## src/rtl/core/csw_pkg.sv

```systemverilog
// ----------------------------------------------------------------------------
// Class score window average package
// Shared widths, defaults, lane control bundle and width helpers.
// ----------------------------------------------------------------------------
`default_nettype none

package csw_pkg;

  localparam int SCORE_W          = 16;
  localparam int WLEN_W           = 7;
  localparam int CLASS_W          = 3;
  localparam int SCORE_PORTS      = 8;
  localparam int NUM_CLASSES_DEF  = 8;
  localparam int MAX_WINDOW_DEF   = 64;
  localparam logic [WLEN_W-1:0] WLEN_RESET = 7'd16;

  typedef struct packed {
    logic write;
    logic update;
    logic clear;
    logic full;
  } csw_lane_ctrl_t;

  function automatic int csw_sum_w(input int max_window);
    return SCORE_W + $clog2(max_window);
  endfunction

  function automatic int csw_cnt_w(input int max_window);
    return $clog2(max_window + 1);
  endfunction

  function automatic int csw_pos_w(input int max_window);
    return $clog2(max_window);
  endfunction

endpackage

`default_nettype wire

```

## src/rtl/core/csw_merge.sv

```systemverilog
// ----------------------------------------------------------------------------
// Class score merge
// Finds the largest lane sum, divides it by the item count bit by bit and
// picks the lowest class whose floored average equals the best one.
// ----------------------------------------------------------------------------
`default_nettype none

module csw_merge #(
  parameter int NUM_CLASSES = csw_pkg::NUM_CLASSES_DEF,
  parameter int MAX_WINDOW  = csw_pkg::MAX_WINDOW_DEF
) (
  input  wire logic                                                   clk,
  input  wire logic                                                   rst,
  input  wire logic                                                   start,
  input  wire logic [csw_pkg::csw_cnt_w(MAX_WINDOW)-1:0]              count,
  input  wire logic [NUM_CLASSES-1:0][csw_pkg::csw_sum_w(MAX_WINDOW)-1:0] sums,
  output logic                                                        busy,
  output logic                                                        out_valid,
  input  wire logic                                                   out_ready,
  output logic      [csw_pkg::CLASS_W-1:0]                            best_class,
  output logic      [csw_pkg::SCORE_W-1:0]                            best_average
);
  import csw_pkg::*;

  localparam int SW  = csw_sum_w(MAX_WINDOW);
  localparam int CW  = csw_cnt_w(MAX_WINDOW);
  localparam int IW  = $clog2(NUM_CLASSES);
  localparam int DW  = $clog2(SCORE_W);

  typedef enum logic [2:0] {M_IDLE, M_SCAN, M_DIV, M_MUL, M_PICK} state_t;

  state_t                   state;
  logic [IW-1:0]            idx;
  logic [DW-1:0]            step;
  logic [SW-1:0]            maxv;
  logic [SW-1:0]            maxv_next;
  logic [SW-1:0]            cand;
  logic [CW-1:0]            rem;
  logic [SCORE_W-1:0]       quo;
  logic [CW:0]              trial;
  logic [CW:0]              diff;
  logic [SW-1:0]            thr;
  logic [SCORE_W+CW-1:0]    prod;
  logic [CLASS_W-1:0]       pick;
  logic                     emit;

  assign cand  = sums[idx];
  assign trial = {rem, quo[SCORE_W-1]};
  assign diff  = trial - {1'b0, count};
  assign prod  = quo * count;
  assign busy  = (state != M_IDLE);
  assign emit  = (state == M_PICK) && (!out_valid || out_ready);

  always_comb begin
    maxv_next = maxv;
    if (idx == '0 || cand > maxv) begin
      maxv_next = cand;
    end
  end

  always_comb begin
    pick = '0;
    for (int c = NUM_CLASSES - 1; c >= 0; c--) begin
      if (sums[c] >= thr) begin
        pick = CLASS_W'(c);
      end
    end
  end

  always_ff @(posedge clk) begin
    if (rst) begin
      state     <= M_IDLE;
      out_valid <= 1'b0;
      idx       <= '0;
      step      <= '0;
    end else begin
      if (emit) begin
        out_valid <= 1'b1;
      end else if (out_ready) begin
        out_valid <= 1'b0;
      end
      unique case (state)
        M_IDLE: begin
          if (start) begin
            idx   <= '0;
            state <= M_SCAN;
          end
        end
        M_SCAN: begin
          maxv <= maxv_next;
          if (idx == IW'(NUM_CLASSES - 1)) begin
            rem   <= CW'(maxv_next[SW-1:SCORE_W]);
            quo   <= maxv_next[SCORE_W-1:0];
            step  <= '0;
            state <= M_DIV;
          end else begin
            idx <= idx + 1'b1;
          end
        end
        M_DIV: begin
          if (!diff[CW]) begin
            rem <= diff[CW-1:0];
            quo <= {quo[SCORE_W-2:0], 1'b1};
          end else begin
            rem <= trial[CW-1:0];
            quo <= {quo[SCORE_W-2:0], 1'b0};
          end
          if (step == DW'(SCORE_W - 1)) begin
            state <= M_MUL;
          end else begin
            step <= step + 1'b1;
          end
        end
        M_MUL: begin
          thr   <= prod[SW-1:0];
          state <= M_PICK;
        end
        M_PICK: begin
          if (emit) begin
            best_class   <= pick;
            best_average <= quo;
            state        <= M_IDLE;
          end
        end
        default: state <= M_IDLE;
      endcase
    end
  end

endmodule

`default_nettype wire

```

## config.mk

```make
export PLATFORM = sky130hd
export DESIGN_NAME = csw_merge
export DESIGN_NICKNAME = d
export VERILOG_FILES = /design/src/rtl/core/csw_pkg.sv /design/src/rtl/core/csw_merge.sv
export SDC_FILE = /design/constraint.sdc
export NUM_CORES = 1
export LEC_CHECK = 0
export BUFFER_PORTS_ARGS = -buffer_cell sky130_fd_sc_hd__buf_2
export CORE_MARGIN = 5
export CORE_UTILIZATION = 40
export DETAILED_ROUTE_END_ITERATION = 10
export PLACE_DENSITY = 0.59
export SLEW_MARGIN = 25
export SYNTH_ARGS = -nofsm -noshare
export SYNTH_HDL_FRONTEND = slang
export SYNTH_SLANG_ARGS = --single-unit
```

## constraint.sdc

```tcl
create_clock -name clk -period 7.52 [get_ports clk]
set_clock_uncertainty 0.15 [all_clocks]
set_input_delay 1.504 -clock clk [delete_from_list [all_inputs] [get_ports clk]]
set_output_delay 1.504 -clock clk [all_outputs]
set_load 0.005 [all_outputs]
```

==> results_dict.tcl, run 1 <==
set metrics [dict create \
    status "finished clean" \
    post-place-ws_ns 0.772 \
    fin_setup_tns_ns 0 \
    ys_warn_count 0 \
    io_pins 208 \
    post_cts_buffers 0 \
    hold_end "step[3]" \
    drc 0 \
    clock_latency_ns 0.36 \
    layout_min_cycle_time_ns 6.42 \
    cts.path.max_buffers 2 \
    die_height_um 192 \
    dpl.hpwl_um 32100 \
    clock-sinks 97 \
    fmax_mhz 156 \
    reg2regPathDepth 17 \
    drive_gt1_share_pct 24.0 \
    required_ns 7.48 \
    fp.dieArea_sq_um 36700 \
    cts_root_buf "clkbuf_16" \
    grt_usage_pct 20.8 \
    viasPerCell 5.53 \
    r2r_slack_ns 1.81 \
    worst_pin_slew_ns 1.01 \
    utilization_pct 46.3 \
    worstReg2RegEnd "thr[20]" \
    cp_data_arrival_time_ns 6.37 \
    max-vdd-ir-drop_uv 109 \
    cts_hold_buffers 0 \
    dr_wl_met2_um 19200 \
    first_pass_iters 5 \
    area_delta_synth_final_pct 14.1 \
    fillers 3190 \
    fin_area_sq_um 15100 \
    power.switching_mw 0.675 \
    power.switching_fraction_pct 34.6 \
    p_int_mw 1.28 \
    synth_nets 1768 \
    grt_pass1_wl_um 59400 \
    fin_ws_ns 1.10 \
    pwr-share-comb_pct 41.6 \
    critPathMaxFanout 17 \
    maxSlewHeadroom_pct 32.7 \
    hold_path_class "register to register" \
    wl_met3_um 1780 \
    syn_inst 1263 \
    min_period_over_period_pct 85.3 \
    cts_made_buffers 9 \
    finalSetupViolations 0 \
    routed_wl_um 38300 \
    synth_ff_type "edfxtp_1" \
    drv_cap 0 \
    core_area_sq_um 32500 \
    vias 10575 \
    place_congestion 0.922 \
    drt_iter0_drc 535 \
    async_flop_share_pct 0 \
    min_from "step[3]" \
    min_path_cells 1 \
    synth_edf_count 86 \
    grt-ovfl-total 0 \
    fin_nets 1962 \
    crit_type "input pin to register" \
    synth-seq-area-share_pct 21.2 \
    antenna_found_initial 10 \
    seq_power_share_pct 32.6 \
    slew_viol_final 0 \
    rsz0062_at_grt "false" \
    die_x_um 192 \
    wl_per_cell_um 20.0 \
    multi_input_area_sq_um 9750 \
    dp_cells 1888 \
    register_area_sq_um 2810 \
    grt_max_degree 37 \
    top_layer "met4" \
    h-tree-depth 3 \
    p_total_mw 1.95 \
    drtAntennaViolNets 0 \
    cp-end-kind "register" \
    cts_tree "built" \
    p_per_area_nw_per_um2 130 \
    yosys.cell_types.count 61 \
    wl_met1_um 16400 \
    grt_pass1_vias 10515 \
    power_frac_clock_pct 25.9 \
    hold_viol_final 0 \
    p_leak_nw 7.14 \
    fp-row-count 66 \
    syn_area_sq_um 13200 \
    io_buffer_count 207 \
    timing.rr.start "quo[0]" \
    cts.repair.resized 0 \
    start_util_pct 40.6 \
    placed_area_sq_um 14700 \
    postSynthAreaPerCell_sq_um 10.5 \
    start_kind "input pin" \
    clk_pin_slew_ns 0.07 \
    yosys_register_bits 97 \
    holdWs_ns 0.331 \
    fin_cells 1914 \
]
==> layout make-up <==
class                      instances  share of cell area [%]
antenna                           10                   0.166
clock buffer                      13                    1.94
clock inverter                     3                   0.174
inverter                         140                    3.49
multi-input combinational        996                    64.7
sequential                        97                    18.6
tap                              442                    3.67
timing repair buffer             213                    7.18
==> flip-flops by register name (all words and copies together) (netlist names) <==
register,cells
step,4
rem,7
quo,16
best_class,3
maxv,22
best_average,16
out_valid,1
state,3
thr,22
idx,3
==> synth_stat cells (5+ instances only) <==
master | instances | area (sq um)
edfxtp_1 | 86 | 2580
nor2_1 | 58 | 218
clkbuf_1 | 22 | 82.6
nand2b_1 | 14 | 87.6
inv_1 | 140 | 526
xnor2_1 | 16 | 140
mux2_2 | 39 | 439
ha_1 | 249 | 3120
fa_1 | 69 | 1380
dfxtp_1 | 11 | 220
o21ai_0 | 38 | 190
a21o_1 | 49 | 368
a211oi_1 | 16 | 120
a211o_1 | 6 | 52.6
and3_1 | 5 | 31.3
mux2_4 | 28 | 420
o21a_1 | 13 | 97.6
xor2_1 | 6 | 52.6
and2_1 | 75 | 469
mux4_2 | 44 | 991
nand4_1 | 24 | 150
nand3_1 | 9 | 45.0
nor2b_1 | 8 | 50.1
nand2_1 | 66 | 248
nor3_1 | 17 | 85.1
a31oi_1 | 7 | 43.8
a21oi_1 | 74 | 370
and4_1 | 5 | 43.8
==> worst max-delay path by stage <==
stage | end | startpoint | slack [ns]
3_5_place_dp | thr[20] | count[6] | 0.77
3_3_place_gp | thr[20] | count[6] | 0.83
6_report | thr[20] | count[6] | 1.10
5_1_grt | thr[20] | count[6] | 0.73
2_1_floorplan | thr[21] | count[6] | 1.31
4_1_cts | thr[20] | count[6] | 1.15
==> critical path, cell delays in order <==
cell and delay, ns:
buf_2 0.27, nand2_1 0.13, fa_1 0.54, fa_1 0.56, inv_1 0.06, fa_1 0.52, inv_1 0.05, fa_1 0.52
inv_1 0.04, ha_1 0.33, a21oi_1 0.25, o221ai_1 0.22, o311ai_0 0.54, a31oi_1 0.22, nor3_1 0.24, o21bai_1 0.11
a21oi_1 0.18, xnor2_1 0.08
==> cell families after synthesis <==
family	after synthesis	share of synthesized area, %
flops	97	21.2
compound gates	245	12.2
xor+xnor	23	1.58
mux	115	14.3
buf+inv	170	5.07
simple gates	295	11.6
fa+ha+maj	318	34.1
==> layer usage <==
layer,global-route usage [%],vias to the layer above
met2,36.1,257
met3,3.04,56
li1,-,5027
met1,27.2,5235
met4,5.64,0
met5,0,-
==> power groups by stage <==
stage               clock network [mW]  logic (mW)  registers [mW]
floorplan                            0       0.578           0.637
global placement                     0       0.805           0.648
detailed placement                   0       0.816           0.648
CTS                              0.520       0.822           0.636
global route                     0.540       0.916           0.637
finish                           0.505       0.811           0.635
==> cell usage in the layout, fill, tap and decap left out, drive strengths merged, types with 8 or more instances in the layout <==
| master | count |
|---|---|
| nand2b | 14 |
| dfxtp | 11 |
| o21ai | 39 |
| and2 | 75 |
| mux2 | 67 |
| a21oi | 74 |
| nand3 | 9 |
| edfxtp | 86 |
| o21a | 13 |
| nor2 | 58 |
| clkbuf | 13 |
| diode | 10 |
| nor3 | 17 |
| nor2b | 8 |
| a211oi | 16 |
| ha | 249 |
| mux4 | 44 |
| nand4 | 24 |
| xnor2 | 16 |
| fa | 69 |
| nand2 | 66 |
| a21o | 49 |
| buf | 213 |
| inv | 143 |
Power figures use the tool's default switching activity.
==> run 2, diff against run 1 <==
Settings changed: CELL_PAD_IN_SITES_DETAIL_PLACEMENT set to 0, CELL_PAD_IN_SITES_GLOBAL_PLACEMENT set to 1, PLACE_DENSITY 0.59 to 0.72.
==> run 2 against run 1 <==
Via count fell by 0.59%. Non-clock buffer count up 1. Cell count shrank 0.37%. Clock power down 4.8%. Power decreased by 1.2%. Largest cell class unchanged. Highest routed layer unchanged. Wire length rose by 2.2%. First-iteration DRC count rose by 10%.
==> results_dict.tcl, run 2 (same netlist as run 1, synthesis figures left out) <==
set metrics [dict create \
    status "finished clean" \
    cts_tree "built" \
    start_kind "input pin" \
    r2r_slack_ns 1.88 \
    cts.path.max_buffers 2 \
    drt_iter0_drc 590 \
    max-vdd-ir-drop_uv 121 \
    post_cts_buffers 0 \
    layout_min_cycle_time_ns 6.39 \
    crit_end "thr[20]" \
    finalSetupViolations 0 \
    area_delta_synth_final_pct 13.8 \
    vias 10513 \
    hold_path_class "register to register" \
    die_x_um 192 \
    fp.dieArea_sq_um 36700 \
    drc 0 \
    p_leak_nw 7.13 \
    die_height_um 192 \
    required_ns 7.48 \
    slew_viol_final 0 \
    placed_area_sq_um 14700 \
    routed_wl_um 39100 \
    fp-row-count 66 \
    h-tree-depth 3 \
    fin_area_sq_um 15000 \
    maxSlewHeadroom_pct 32.9 \
    core_area_sq_um 32500 \
    fin_nets 1963 \
    p_per_area_nw_per_um2 128 \
    startpoint "count[6]" \
    cts_hold_buffers 0 \
    first_pass_iters 4 \
    fin_setup_tns_ns 0 \
    cts.repair.resized 0 \
    min_period_over_period_pct 85.0 \
    clk_pin_slew_ns 0.07 \
    io_buffer_count 207 \
    crit_type "input pin to register" \
    cp_data_arrival_time_ns 6.35 \
    worst_pin_slew_ns 1.00 \
    antenna_found_initial 2 \
    cts_root_buf "clkbuf_16" \
    critPathMaxFanout 17 \
    final_cell_mix "ha_1, buf_2, inv_1" \
    fmax_mhz 156 \
    grt_pass1_vias 10615 \
    min_path_cells 1 \
    worstReg2RegEnd "thr[20]" \
    grt_max_degree 49 \
    reg_top3 "maxv x22, thr x22" \
    clock-sinks 97 \
    fillers 3199 \
    io_pins 208 \
    drv_cap 0 \
    cp-end-kind "register" \
    reg2regPathDepth 18 \
    p_total_mw 1.93 \
    timing.rr.start "quo[3]" \
    fin_cells 1907 \
    place_congestion 0.917 \
    dp_cells 1889 \
    rsz0062_at_grt "false" \
    layout_commonest_cell "ha_1" \
    start_util_pct 40.6 \
    drive_gt1_share_pct 24.1 \
    grt_usage_pct 21.2 \
    grt_pass1_wl_um 60300 \
    viasPerCell 5.51 \
    cts_made_buffers 9 \
    dpl.hpwl_um 32400 \
    hold_viol_final 0 \
    grt-ovfl-total 0 \
    wl_per_cell_um 20.5 \
    clock_latency_ns 0.35 \
    drtAntennaViolNets 0 \
]
[run 2: how the worst min path moves through the flow]
stage / slack [ns] / end / start
finish: 0.33 / step[3] / step[3]
global route: 0.37 / step[3] / step[3]
CTS: 0.34 / step[3] / step[3]
detailed placement: 0.33 / step[3] / step[3]
global placement: 0.32 / step[3] / step[3]
floorplan: 0.28 / step[3] / step[3]
[run 2: critical path, stage by stage]
cell and delay, ns:
buf_2 0.26, nand2_1 0.14, fa_1 0.52, fa_1 0.54
inv_1 0.05, fa_1 0.52, inv_1 0.05, fa_1 0.52
inv_1 0.04, ha_1 0.34, a21oi_1 0.24, o221ai_1 0.22
o311ai_0 0.52, a31oi_1 0.22, nor3_1 0.26, o21bai_1 0.11
a21oi_1 0.18, xnor2_1 0.08
[run 2: final cells by class]
class | instances | area [sq um] | share of cell area, %
Multi-Input combinational cell | 996 | 9740 | 64.9
Sequential cell | 97 | 2810 | 18.7
Timing Repair Buffer | 214 | 1090 | 7.25
Tap cell | 442 | 553 | 3.68
Inverter | 140 | 526 | 3.50
Clock buffer | 10 | 229 | 1.52
Clock inverter | 6 | 66.3 | 0.442
Antenna cell | 2 | 5.00 | 0.0333
[run 2: through the flow]
step | hold WS (ns) | util, % | worst slack, ns
CTS | 0.337 | 46.1 | 1.12
detailed placement | 0.327 | 45.2 | 0.735
global route | 0.373 | 46.2 | 0.780
floorplan | 0.283 | - | 1.31
global placement | 0.317 | 45.2 | 0.830
finish | 0.329 | 46.2 | 1.13
[run 2: metal layers]
| metal | vias up | GRT usage, % | wire, um |
|---|---|---|---|
| met5 | - | 0 | 0 |
| met4 | 0 | 6.44 | 1010 |
| li1 | 5026 | - | - |
| met3 | 49 | 2.64 | 2100 |
| met1 | 5154 | 29.9 | 18300 |
| met2 | 284 | 34.1 | 17700 |
[run 2: power by group]
part | switching, mW | internal [mW] | total [mW]
Clock | 0.220 | 0.260 | 0.481
Combinational | 0.434 | 0.375 | 0.809
Sequential | 0.0166 | 0.622 | 0.638
Total | 0.671 | 1.26 | 1.93
